### config.mk
export PLATFORM = sky130hd
export DESIGN_NAME = shape_pair_collision_test_core_flat
export DESIGN_NICKNAME = d
export VERILOG_FILES = /design/src/rtl/core/spct_pkg.sv /design/src/rtl/core/spct_if.sv /design/src/rtl/core/spct_reduce.sv /design/src/rtl/core/shape_pair_collision_test_core.sv /design/src/flat_wrapper.sv
export SDC_FILE = /design/constraint.sdc
export NUM_CORES = 2
export LEC_CHECK = 0
export ABC_AREA = 1
export BUFFER_PORTS_ARGS = -buffer_cell sky130_fd_sc_hd__buf_2
export CAP_MARGIN = 40
export CORE_UTILIZATION = 63
export DETAILED_ROUTE_END_ITERATION = 10
export PLACE_DENSITY = 0.87
export SETUP_SLACK_MARGIN = 0.4
export SYNTH_ARGS = -nofsm -noshare
export SYNTH_HDL_FRONTEND = slang
export SYNTH_HIERARCHICAL = 1
export SYNTH_SLANG_ARGS = --single-unit
### constraint.sdc
create_clock -name clk -period 12 [get_ports clk]
set_input_delay 0.6 -clock clk [delete_from_list [all_inputs] [get_ports clk]]
set_output_delay 0.6 -clock clk [all_outputs]
set_load 0.005 [all_outputs]
### src/rtl/core/spct_pkg.sv
// shared types and constants for the shape pair collision test
// no dependencies

package spct_pkg;

  localparam logic KIND_RECT   = 1'b0;
  localparam logic KIND_CIRCLE = 1'b1;

  typedef enum logic [1:0] {
    MODE_RR = 2'b00,
    MODE_CC = 2'b01,
    MODE_RC = 2'b10
  } mode_t;

  typedef struct packed {
    logic               a_kind;
    logic signed [15:0] a_x;
    logic signed [15:0] a_y;
    logic [14:0]        a_extent;
    logic [14:0]        a_height;
    logic               b_kind;
    logic signed [15:0] b_x;
    logic signed [15:0] b_y;
    logic [14:0]        b_extent;
    logic [14:0]        b_height;
  } pair_t;

  // after differences and role selection
  typedef struct packed {
    mode_t       mode;
    logic        rr_hit;
    logic [15:0] adx;
    logic [15:0] ady;
    logic [14:0] w;
    logic [14:0] h;
    logic [14:0] r;
    logic [15:0] rsum;
  } s1_t;

  // early decision or squared-distance operands
  typedef struct packed {
    logic        decided;
    logic        hit;
    logic        strict;
    logic [15:0] m1;
    logic [15:0] m2;
    logic [15:0] m3;
  } s2_t;

  typedef struct packed {
    logic        decided;
    logic        hit;
    logic        strict;
    logic [31:0] sq1;
    logic [31:0] sq2;
    logic [31:0] sq3;
  } s3_t;

endpackage

### src/rtl/core/spct_if.sv
// valid/ready channels for shape pairs and collision results
// depends on nothing

interface spct_pair_if;
  logic               valid;
  logic               ready;
  logic               a_kind;
  logic signed [15:0] a_x;
  logic signed [15:0] a_y;
  logic [14:0]        a_extent;
  logic [14:0]        a_height;
  logic               b_kind;
  logic signed [15:0] b_x;
  logic signed [15:0] b_y;
  logic [14:0]        b_extent;
  logic [14:0]        b_height;

  modport source (
    output valid, a_kind, a_x, a_y, a_extent, a_height,
    output b_kind, b_x, b_y, b_extent, b_height,
    input  ready
  );
  modport sink (
    input  valid, a_kind, a_x, a_y, a_extent, a_height,
    input  b_kind, b_x, b_y, b_extent, b_height,
    output ready
  );
endinterface

interface spct_result_if;
  logic valid;
  logic ready;
  logic collided;

  modport source (output valid, collided, input ready);
  modport sink (input valid, collided, output ready);
endinterface

### src/rtl/core/spct_reduce.sv
// early-out tests and multiplier operand selection for one pair
// depends on spct_pkg

module spct_reduce (
  input  spct_pkg::s1_t s1,
  output spct_pkg::s2_t s2
);

  logic [16:0] dx2;
  logic [16:0] dy2;
  logic [15:0] r2;
  logic [16:0] wr;
  logic [16:0] hr;
  logic [16:0] w17;
  logic [16:0] h17;
  logic [15:0] ex;
  logic [15:0] ey;
  logic        far;
  logic        covered;

  // doubled distances keep the half extents exact
  assign dx2     = {s1.adx, 1'b0};
  assign dy2     = {s1.ady, 1'b0};
  assign r2      = {s1.r, 1'b0};
  assign w17     = {2'b00, s1.w};
  assign h17     = {2'b00, s1.h};
  assign wr      = w17 + {1'b0, r2};
  assign hr      = h17 + {1'b0, r2};
  assign far     = (dx2 > wr) || (dy2 > hr);
  assign covered = (dx2 <= w17) || (dy2 <= h17);
  assign ex      = 16'(dx2 - w17);
  assign ey      = 16'(dy2 - h17);

  always_comb begin
    s2.decided = 1'b1;
    s2.hit     = 1'b0;
    s2.strict  = 1'b0;
    s2.m1      = '0;
    s2.m2      = '0;
    s2.m3      = '0;
    case (s1.mode)
      spct_pkg::MODE_RR: begin
        s2.hit = s1.rr_hit;
      end
      spct_pkg::MODE_CC: begin
        s2.decided = 1'b0;
        s2.strict  = 1'b1;
        s2.m1      = s1.adx;
        s2.m2      = s1.ady;
        s2.m3      = s1.rsum;
      end
      spct_pkg::MODE_RC: begin
        if (far) begin
          s2.hit = 1'b0;
        end else if (covered) begin
          s2.hit = 1'b1;
        end else begin
          // corner distance, both offsets bounded by the doubled radius
          s2.decided = 1'b0;
          s2.m1      = ex;
          s2.m2      = ey;
          s2.m3      = r2;
        end
      end
      default: begin
        s2.hit = 1'b0;
      end
    endcase
  end

endmodule

### src/rtl/core/shape_pair_collision_test_core.sv
// shape pair collision test: one rectangle/circle pair in, one overlap flag out
// stages: input register, differences, early outs, squares, sum and compare
// each stage stalls only when full and blocked, so bubbles fill under backpressure
// reset clears all stage valids; payload registers are not reset
// depends on spct_pkg, spct_if and spct_reduce

module shape_pair_collision_test_core (
  input  logic          clk,
  input  logic          rst,
  spct_pair_if.sink     pair,
  spct_result_if.source result
);

  logic v0, v1, v2, v3, vo;
  logic rdy0, rdy1, rdy2, rdy3, rdyo;

  spct_pkg::pair_t s0;
  spct_pkg::pair_t s0_next;
  spct_pkg::s1_t   s1;
  spct_pkg::s1_t   s1_next;
  spct_pkg::s2_t   s2;
  spct_pkg::s2_t   s2_next;
  spct_pkg::s3_t   s3;
  logic            collided;
  logic            collided_next;

  logic signed [16:0] ax, ay, bx, by;
  logic signed [16:0] dx, dy;
  logic        [15:0] ndx, ndy;
  logic signed [16:0] aw, ah, bw, bh;
  logic [32:0]        sq_sum;
  logic               near;

  // ready chain
  assign rdyo = !vo || result.ready;
  assign rdy3 = !v3 || rdyo;
  assign rdy2 = !v2 || rdy3;
  assign rdy1 = !v1 || rdy2;
  assign rdy0 = !v0 || rdy1;

  assign pair.ready      = rdy0;
  assign result.valid    = vo;
  assign result.collided = collided;

  assign s0_next = '{
    a_kind:   pair.a_kind,
    a_x:      pair.a_x,
    a_y:      pair.a_y,
    a_extent: pair.a_extent,
    a_height: pair.a_height,
    b_kind:   pair.b_kind,
    b_x:      pair.b_x,
    b_y:      pair.b_y,
    b_extent: pair.b_extent,
    b_height: pair.b_height
  };

  // stage 1: differences, rectangle overlap, role selection
  assign ax  = $signed({s0.a_x[15], s0.a_x});
  assign ay  = $signed({s0.a_y[15], s0.a_y});
  assign bx  = $signed({s0.b_x[15], s0.b_x});
  assign by  = $signed({s0.b_y[15], s0.b_y});
  assign aw  = $signed({2'b00, s0.a_extent});
  assign ah  = $signed({2'b00, s0.a_height});
  assign bw  = $signed({2'b00, s0.b_extent});
  assign bh  = $signed({2'b00, s0.b_height});
  assign dx  = ax - bx;
  assign dy  = ay - by;
  assign ndx = 16'(-dx);
  assign ndy = 16'(-dy);

  always_comb begin
    if (s0.a_kind == spct_pkg::KIND_RECT && s0.b_kind == spct_pkg::KIND_RECT) begin
      s1_next.mode = spct_pkg::MODE_RR;
    end else if (s0.a_kind == spct_pkg::KIND_CIRCLE && s0.b_kind == spct_pkg::KIND_CIRCLE) begin
      s1_next.mode = spct_pkg::MODE_CC;
    end else begin
      s1_next.mode = spct_pkg::MODE_RC;
    end
    s1_next.rr_hit = (ax < bx + bw) && (ax + aw > bx) && (ay < by + bh) && (ay + ah > by);
    s1_next.adx    = dx[16] ? ndx : dx[15:0];
    s1_next.ady    = dy[16] ? ndy : dy[15:0];
    s1_next.rsum   = {1'b0, s0.a_extent} + {1'b0, s0.b_extent};
    if (s0.a_kind == spct_pkg::KIND_RECT) begin
      s1_next.w = s0.a_extent;
      s1_next.h = s0.a_height;
      s1_next.r = s0.b_extent;
    end else begin
      s1_next.w = s0.b_extent;
      s1_next.h = s0.b_height;
      s1_next.r = s0.a_extent;
    end
  end

  // stage 2
  spct_reduce u_reduce (
    .s1 (s1),
    .s2 (s2_next)
  );

  // stage 4: sum of squares against squared radius, or the early decision
  assign sq_sum = {1'b0, s3.sq1} + {1'b0, s3.sq2};
  assign near = s3.strict ? (sq_sum < {1'b0, s3.sq3}) : (sq_sum <= {1'b0, s3.sq3});
  assign collided_next = s3.decided ? s3.hit : near;

  always_ff @(posedge clk) begin
    if (rst) begin
      v0 <= 1'b0;
      v1 <= 1'b0;
      v2 <= 1'b0;
      v3 <= 1'b0;
      vo <= 1'b0;
    end else begin
      if (rdy0) v0 <= pair.valid;
      if (rdy1) v1 <= v0;
      if (rdy2) v2 <= v1;
      if (rdy3) v3 <= v2;
      if (rdyo) vo <= v3;
    end
  end

  always_ff @(posedge clk) begin
    if (rdy0) s0 <= s0_next;
    if (rdy1) s1 <= s1_next;
    if (rdy2) s2 <= s2_next;
    if (rdy3) begin
      s3.decided <= s2.decided;
      s3.hit     <= s2.hit;
      s3.strict  <= s2.strict;
      s3.sq1     <= 32'(s2.m1) * 32'(s2.m1);
      s3.sq2     <= 32'(s2.m2) * 32'(s2.m2);
      s3.sq3     <= 32'(s2.m3) * 32'(s2.m3);
    end
    if (rdyo) collided <= collided_next;
  end

  // input stalls only when every stage holds a word
  a_full_stall: assert property (@(posedge clk) disable iff (rst)
    !pair.ready |-> (v0 && v1 && v2 && v3 && vo))
    else $error("input stalled with a free stage");

  // rectangle pairs are decided before the multipliers
  a_rr_decided: assert property (@(posedge clk) disable iff (rst)
    (v1 && s1.mode == spct_pkg::MODE_RR) |-> s2_next.decided)
    else $error("rectangle pair left undecided");

  // corner offsets stay within the doubled radius
  a_corner_bound: assert property (@(posedge clk) disable iff (rst)
    (v2 && !s2.decided && !s2.strict) |-> (s2.m1 <= s2.m3 && s2.m2 <= s2.m3))
    else $error("corner offset exceeds doubled radius");

endmodule
### src/flat_wrapper.sv
// flat-port wrapper written by rule: the top's interface ports become plain ports
module shape_pair_collision_test_core_flat 
  (clk, rst, pair_valid, pair_a_kind, pair_a_x, pair_a_y, pair_a_extent, pair_a_height, pair_b_kind, pair_b_x, pair_b_y, pair_b_extent, pair_b_height, pair_ready, result_valid, result_collided, result_ready);
  spct_pair_if pair_i ();
  spct_result_if result_i ();
  input  logic clk;
  input  logic rst;
  input wire logic [$bits(pair_i.valid)-1:0] pair_valid;
  input wire logic [$bits(pair_i.a_kind)-1:0] pair_a_kind;
  input wire logic [$bits(pair_i.a_x)-1:0] pair_a_x;
  input wire logic [$bits(pair_i.a_y)-1:0] pair_a_y;
  input wire logic [$bits(pair_i.a_extent)-1:0] pair_a_extent;
  input wire logic [$bits(pair_i.a_height)-1:0] pair_a_height;
  input wire logic [$bits(pair_i.b_kind)-1:0] pair_b_kind;
  input wire logic [$bits(pair_i.b_x)-1:0] pair_b_x;
  input wire logic [$bits(pair_i.b_y)-1:0] pair_b_y;
  input wire logic [$bits(pair_i.b_extent)-1:0] pair_b_extent;
  input wire logic [$bits(pair_i.b_height)-1:0] pair_b_height;
  output wire logic [$bits(pair_i.ready)-1:0] pair_ready;
  output wire logic [$bits(result_i.valid)-1:0] result_valid;
  output wire logic [$bits(result_i.collided)-1:0] result_collided;
  input wire logic [$bits(result_i.ready)-1:0] result_ready;
  assign pair_i.valid = pair_valid;
  assign pair_i.a_kind = pair_a_kind;
  assign pair_i.a_x = pair_a_x;
  assign pair_i.a_y = pair_a_y;
  assign pair_i.a_extent = pair_a_extent;
  assign pair_i.a_height = pair_a_height;
  assign pair_i.b_kind = pair_b_kind;
  assign pair_i.b_x = pair_b_x;
  assign pair_i.b_y = pair_b_y;
  assign pair_i.b_extent = pair_b_extent;
  assign pair_i.b_height = pair_b_height;
  assign pair_ready = pair_i.ready;
  assign result_valid = result_i.valid;
  assign result_collided = result_i.collided;
  assign result_i.ready = result_ready;
  shape_pair_collision_test_core u_core (.clk(clk), .rst(rst), .pair(pair_i), .result(result_i));
endmodule
=== Word-level counts from Yosys, hierarchy flattened ===
Cells that the tools add are included.

* Bits in registers: 378
* Input port bits: 130
* Output and inout bits: 3
* Word-level logic and storage cells: 100

* $add $sub $neg: 14
* Multiply operators: 3
* Order comparisons: 10
* Equal/unequal tests: 2
* Muxes and demuxes: 15
* Bitwise gates (word level): 2
* Reduce and logical (&&, ||, !) cells: 18

{| class="wikitable"
|+ Operator list
! operator !! count
|-
| $mul 16x16->32 || 3
|-
| $mux 48 || 2
|-
| $pmux 48 s2 || 1
|-
| $add 16x16->17 || 4
|-
| $mux 45 || 1
|-
| $add 15x16->17 || 2
|-
| $gt 17x16->1 || 2
|-
| $gt 17x17->1 || 2
|-
| $le 17x15->1 || 2
|-
| $lt 16x17->1 || 2
|-
| $sub 16x16->17 || 2
|-
| $add 32x32->33 || 1
|-
| $le 33x32->1 || 1
|-
| $lt 33x32->1 || 1
|-
| $mux 16 || 2
|-
| $neg 16->16 || 2
|-
| $sub 16x15->16 || 2
|-
| $add 15x15->16 || 1
|-
| $logic_or 1x1->1 || 7
|-
| $mux 1 || 6
|-
| $logic_and 1x1->1 || 5
|-
| $logic_not 1->1 || 5
|-
| $pmux 1 s2 || 2
|-
| $eq 2x1->1 const B || 1
|-
| 4 further kinds || 5
|}

=== Logic depth before layout (Yosys ltp) ===
* Depth in word-level cells: 6
* Gate-level depth with buffers: 28
* Gate-level depth less buffers: 26

=== Hierarchy ===
Netlist, hierarchy kept.

{| class="wikitable"
|+ By module, submodules not included
! module !! instances !! cells each !! area an instance (um^2) !! seq. area each (um^2)
|-
| shape_pair_collision_test_core || 1 || 5012 || 44191.1 || 11210.8
|-
| spct_reduce || 1 || 879 || 4683.2 || 0.0
|}

=== Worst setup path before layout ===
No wires, ideal clock.

* Path kind: input-to-output
* Start point: in result_ready
* End point: out pair_ready
* Data arrival time: 6.754 ns
* Data required time: 11.400 ns
* Setup slack: 4.646 ns
* Cell stages on the path: 8
* Buffers on the path: 0
* Cells stage by stage: nor2_1 > inv_1 > nor2_1 > inv_1 > nor2_1 > inv_1 > nor2_1 > nand2_1

* Word-level cells in the longest chain between the ends: 5

{| class="wikitable"
|+ Ends and longest elaborated chain
! what !! RTL line !! source
|-
| start: declaration || flat_wrapper.sv:22 || <nowiki>input wire logic [$bits(result_i.ready)-1:0] result_ready;</nowiki>
|-
| $logic_or 1x1->1 || shape_pair_collision_test_core.sv:35 || <nowiki>assign rdyo = !vo || result.ready;</nowiki>
|-
| net u_core.rdyo || shape_pair_collision_test_core.sv:15 || <nowiki>logic rdy0, rdy1, rdy2, rdy3, rdyo;</nowiki>
|-
| $logic_or 1x1->1 || shape_pair_collision_test_core.sv:36 || <nowiki>assign rdy3 = !v3 || rdyo;</nowiki>
|-
| net u_core.rdy3 || shape_pair_collision_test_core.sv:15 ||
|-
| $logic_or 1x1->1 || shape_pair_collision_test_core.sv:37 || <nowiki>assign rdy2 = !v2 || rdy3;</nowiki>
|-
| net u_core.rdy2 || shape_pair_collision_test_core.sv:15 ||
|-
| $logic_or 1x1->1 || shape_pair_collision_test_core.sv:38 || <nowiki>assign rdy1 = !v1 || rdy2;</nowiki>
|-
| $logic_or 1x1->1 || shape_pair_collision_test_core.sv:39 || <nowiki>assign rdy0 = !v0 || rdy1;</nowiki>
|-
| end: declaration || flat_wrapper.sv:19 || <nowiki>output wire logic [$bits(pair_i.ready)-1:0] pair_ready;</nowiki>
|}

The timed path passes the listed nets, and every way through them passes these cells.

=== Final worst setup path ===
* Start point: reg u_core/s2[41] (netlist bit)
* End point: reg u_core/s3[89] (netlist bit) (data pin)

* Word-level cells in the longest chain between the ends: 1

{| class="wikitable"
|+ Ends and longest elaborated chain
! what !! RTL line !! source
|-
| start: declaration || shape_pair_collision_test_core.sv:21 || <nowiki>spct_pkg::s2_t s2;</nowiki>
|-
| start signal: assignment || shape_pair_collision_test_core.sv:125 || <nowiki>if (rdy2) s2 <= s2_next;</nowiki>
|-
| $mul 16x16->32 || shape_pair_collision_test_core.sv:130 || <nowiki>s3.sq1 <= 32'(s2.m1) * 32'(s2.m1);</nowiki>
|-
| end: declaration || shape_pair_collision_test_core.sv:23 || <nowiki>spct_pkg::s3_t s3;</nowiki>
|}

Every way passes these cells.
A chain may end at the register's enable or synchronous reset.

==> impl_metrics.csv <==
group,metric,value,unit
clock_network,cts_root_buffer,"clkbuf_16",
floorplan,initial_core_util,0.6403,
final_layout,area_growth,6.244,%
critical_path,r2r_start,"u_core/s2[41]$_DFFE_PP_",
critical_path,critPathArrivalTime,6.60,ns
yosys,synth_top_family_by_area,"adder cells",
sta,clock_skew,0.03960,ns
grt,grt_pass1_vias,39739,
yosys,syn_avg_cell_area,8.296,um^2
yosys,yosys.area_share.adder,0.3664,
clock_network,cts_setup_buffers,0,
clock_network,htree_levels,2,
place,gp_congestion,0.9664,
clock_network,cts_resized,0,
sta,maxSlewHeadroom,0.4541,
routing,postRouteAntennaNets,0,
yosys,synthMuxAreaShare,0.003686,
floorplan,dieWidth,280.5,um
sta,min_period,6.284,ns
yosys,synth_area_leader_cell,"edfxtp_1",
routing,drc,0,
grt,grt_first_pass_wirelength,195800,um
yosys,syn_area,0.04887,mm^2
min_path,worstHoldStart,"pair_b_x[15]",
clock_network,cts_sinks,375,
sta,setup_tns,0,ns
yosys,synth_compound_area_frac,0.07900,
clock_network,cts.path.max_buffers,3,
critical_path,startpoint_type,"register",
floorplan,core,0.07633,mm^2
sta,layout_setup_ws,5.716,ns
clock_network,cts_made_buffers,42,
critical_path,rrSetupSlack,5.72,ns
clock_network,cts_hold_repair.buffers,0,
clock_network,cts_tree,"yes",
min_path,hold_depth,1,
floorplan,die-height,280.5,um
routing,first_pass_iters,6,
routing,drtIter0Drc,3479,
final_layout,fin_nets,7222,
place,dp_hpwl,99080,um
sta,worst_pin_slew,0.8189,ns
floorplan,ioPinCount,133,
critical_path,rr_worst_depth,24,
final_layout,filler_cell_count,5846,
critical_path,path_class,"register to register",
sta,finalSetupViolations,0,
routing,num_vias,38999,
yosys,synth_nets,7154,
yosys,synth.distinct_cells,50,
sta,drv_slew,0,
final_layout,drive_above_1_share,0.04389,
routing,wl_per_cell,17.24,um
grt,grt_max_degree,78,
pwr,p_per_area,101.3,mW/mm^2
yosys,syn_inst,5891,
critical_path,r2r-end,"u_core/s3[89]$_DFFE_PP_",
clock_network,path_clk_slew,0.07,ns
yosys,synth_area_leaders,"edfxtp_1 (23%), fa_1 (20%), ha_1 (16%)",
grt,antenna_found_initial,1,
final_layout,layout.cells.non_filler,7022,
pwr,p_leak,29.79,nW
critical_path,worst_path_max_delay_cell,"edfxtp_1",
routing,vias_per_cell,5.554,
sta,hold_viol_final,0,
yosys,synth_xor_area_frac,0.04856,
place,port_buffers,132,
critical_path,cpPeakStageDelay,0.70,ns
yosys,seq_area_frac_synth,0.2294,
sta,clock.fmax,0.1591,GHz
yosys,yosysWarningCount,6,
clock_network,clkLatencyLatePin,0.60,ns
yosys,synth_top_area_frac,0.2273,
run,cap_viol_max_count,0,
place,dp.cells,6945,
routing,drt-total-wl,121100,um
yosys,synth-simple-area-share,0.1577,
min_path,hp-class,"input port to register",
critical_path,critical_path.max_fanout,16,
place,dp_slack,5.866,ns
floorplan,rows,101,
sta,post-route-period-util,0.5237,
yosys,synth-seq-cells,375,
sta,rsz0062_at_grt,"no",
pwr,peakVddDrop,0.1345,mV
grt,track_usage,0.3127,
grt,grt_overflow_total,0,
critical_path,crit_path_end_kind,"register",
min_path,hold_end,"u_core/bx[15]$_DFFE_PP_",
critical_path,cp_data_required_time,12.32,ns
status,status,"finished, final reports clean",
critical_path,crit_chain,"nand2_1 > inv_1 > fa_1 > inv_1 > fa_1 > inv_1 > fa_1 > inv_1 > fa_1 > inv_1 > fa_1 > inv_1 > fa_1 > inv_1 > ha_1 > nand2_1 > o21ai_0 > inv_1 > o21bai_1 > a21oi_1 > o21ai_0 > nand2_1 > nand2_1 > xor2_1",
floorplan,die_area,0.07870,mm^2
critical_path,cpMostUsedCell,"inv_1",
final_layout,diodes,0,
## synthesized netlist by cell type, drive strengths merged
cell     count
o21a        18
o211a        1
ha         636
buf         10
a21boi      22
a21oi      377
nor3        50
o221ai       4
xnor2       88
or2          8
o21ai      170
a41oi        2
nand2     1325
inv       1373
nand3      152
o2111ai      1
xor2       177
dfxtp        5
a211oi       4
clkinv       1
o21bai      20
a31o         4
nand3b       9
o211ai      12
o31ai        6
mux2        16
nor3b        2
a31oi       12
and2         2
clkbuf     108
edfxtp     370
nor2       314
a21o        42
and3         1
nand4       43
nor4         9
fa         497
## registers in the layout, indices dropped and copies added (netlist names)
name / cells
u_core/s3: 96
u_core/bx: 16
u_core/s1: 96
u_core/s0: 2
u_core/aw: 15
u_core/v3: 1
u_core/ay: 16
u_core/s2: 51
u_core/v0: 1
u_core/ax: 16
u_core/result.valid: 1
u_core/by: 16
u_core/bw: 15
u_core/ah: 15
u_core/bh: 15
u_core/v2: 1
u_core/v1: 1
u_core/result.collided: 1
## placed cells by master (no fill, tap or decap), drive strengths merged
cell and instances:
a31o 4, xor2 177, o31ai 6, mux2 16, buf 142, a21o 42, or2 8, o21a 18
fa 497, nor3 50, and3 1, o211a 1, inv 1376, a41oi 2, nor4 9, a211oi 4
nand3 152, nor3b 2, clkbuf 47, a31oi 12, bufinv 5, clkinvlp 5, and2 2, edfxtp 370
nand2 1325, ha 636, nor2 314, xnor2 88, o21bai 20, dfxtp 5, nand4 43, o211ai 12
nand3b 9, o221ai 4, o21ai 170, a21oi 377, a21boi 22, o2111ai 1, clkinv 18
## power by group
group / switching (W) / internal, W / total, W
clock: 0.000583 / 0.000777 / 0.00136
combinational: 0.00125 / 0.000769 / 0.00202
sequential: 0.000249 / 0.00163 / 0.00188
total: 0.00208 / 0.00318 / 0.00526
## critical path, delay by kind of cell, from the launching register on
kind,cells,cell delay [ns]
xor+xnor,1,0.06
buf+inv,8,0.49
compound gates,4,0.70
fa+ha+maj,7,3.48
simple gates,4,0.56
flops,1,0.70
## area by class of cell
cell class,instances,area (um^2),area share
clock inverter,30,350.3,0.006747
inverter,1374,5160,0.09937
timing repair buffer,142,788.3,0.01518
multi-input combinational,4024,32040,0.6170
clock buffer,47,1091,0.02101
tap,1030,1289,0.02482
sequential,375,11210,0.2159
## logic make-up after synthesis
group | after synthesis
buffers and inverters | 1492
flip-flops | 375
AO/OA/AOI/OAI | 695
AND/OR/NAND/NOR | 1915
multiplexers | 16
XOR/XNOR | 265
adder cells (fa/ha/maj) | 1133
## worst max-delay path by stage
stage,depth (start not counted),start,to
2_1_floorplan,8,result_ready,pair_ready
3_3_place_gp,22,u_core/s2[25]$_DFFE_PP_,u_core/s3[58]$_DFFE_PP_
3_5_place_dp,25,u_core/s2[9]$_DFFE_PP_,u_core/s3[29]$_DFFE_PP_
4_1_cts,24,u_core/s2[41]$_DFFE_PP_,u_core/s3[89]$_DFFE_PP_
5_1_grt,23,u_core/s2[41]$_DFFE_PP_,u_core/s3[88]$_DFFE_PP_
6_report,24,u_core/s2[41]$_DFFE_PP_,u_core/s3[89]$_DFFE_PP_
## per-stage QoR
step | cell area [um^2] | hold slack, ns | util | total power [W]
floorplan | 48870 | 0.4003 | - | 0.003293
global placement | 50410 | 0.4039 | 0.6604 | 0.003780
detailed placement | 50480 | 0.4066 | 0.6614 | 0.003871
CTS | 51930 | 0.1379 | 0.6803 | 0.005245
global route | 51930 | 0.1464 | 0.6803 | 0.005603
finish | 51930 | 0.1634 | 0.6803 | 0.005260
## per-layer routing
layer / routed length, um / up-vias / GRT usage
met3: 7992 / 338 / 0.03989
met5: 14 / - / 0
met2: 59980 / 1652 / 0.5557
met4: 5576 / 2 / 0.1327
li1: - / 18579 / -
met1: 47500 / 18428 / 0.3811
(Power assumes the default switching activity.)
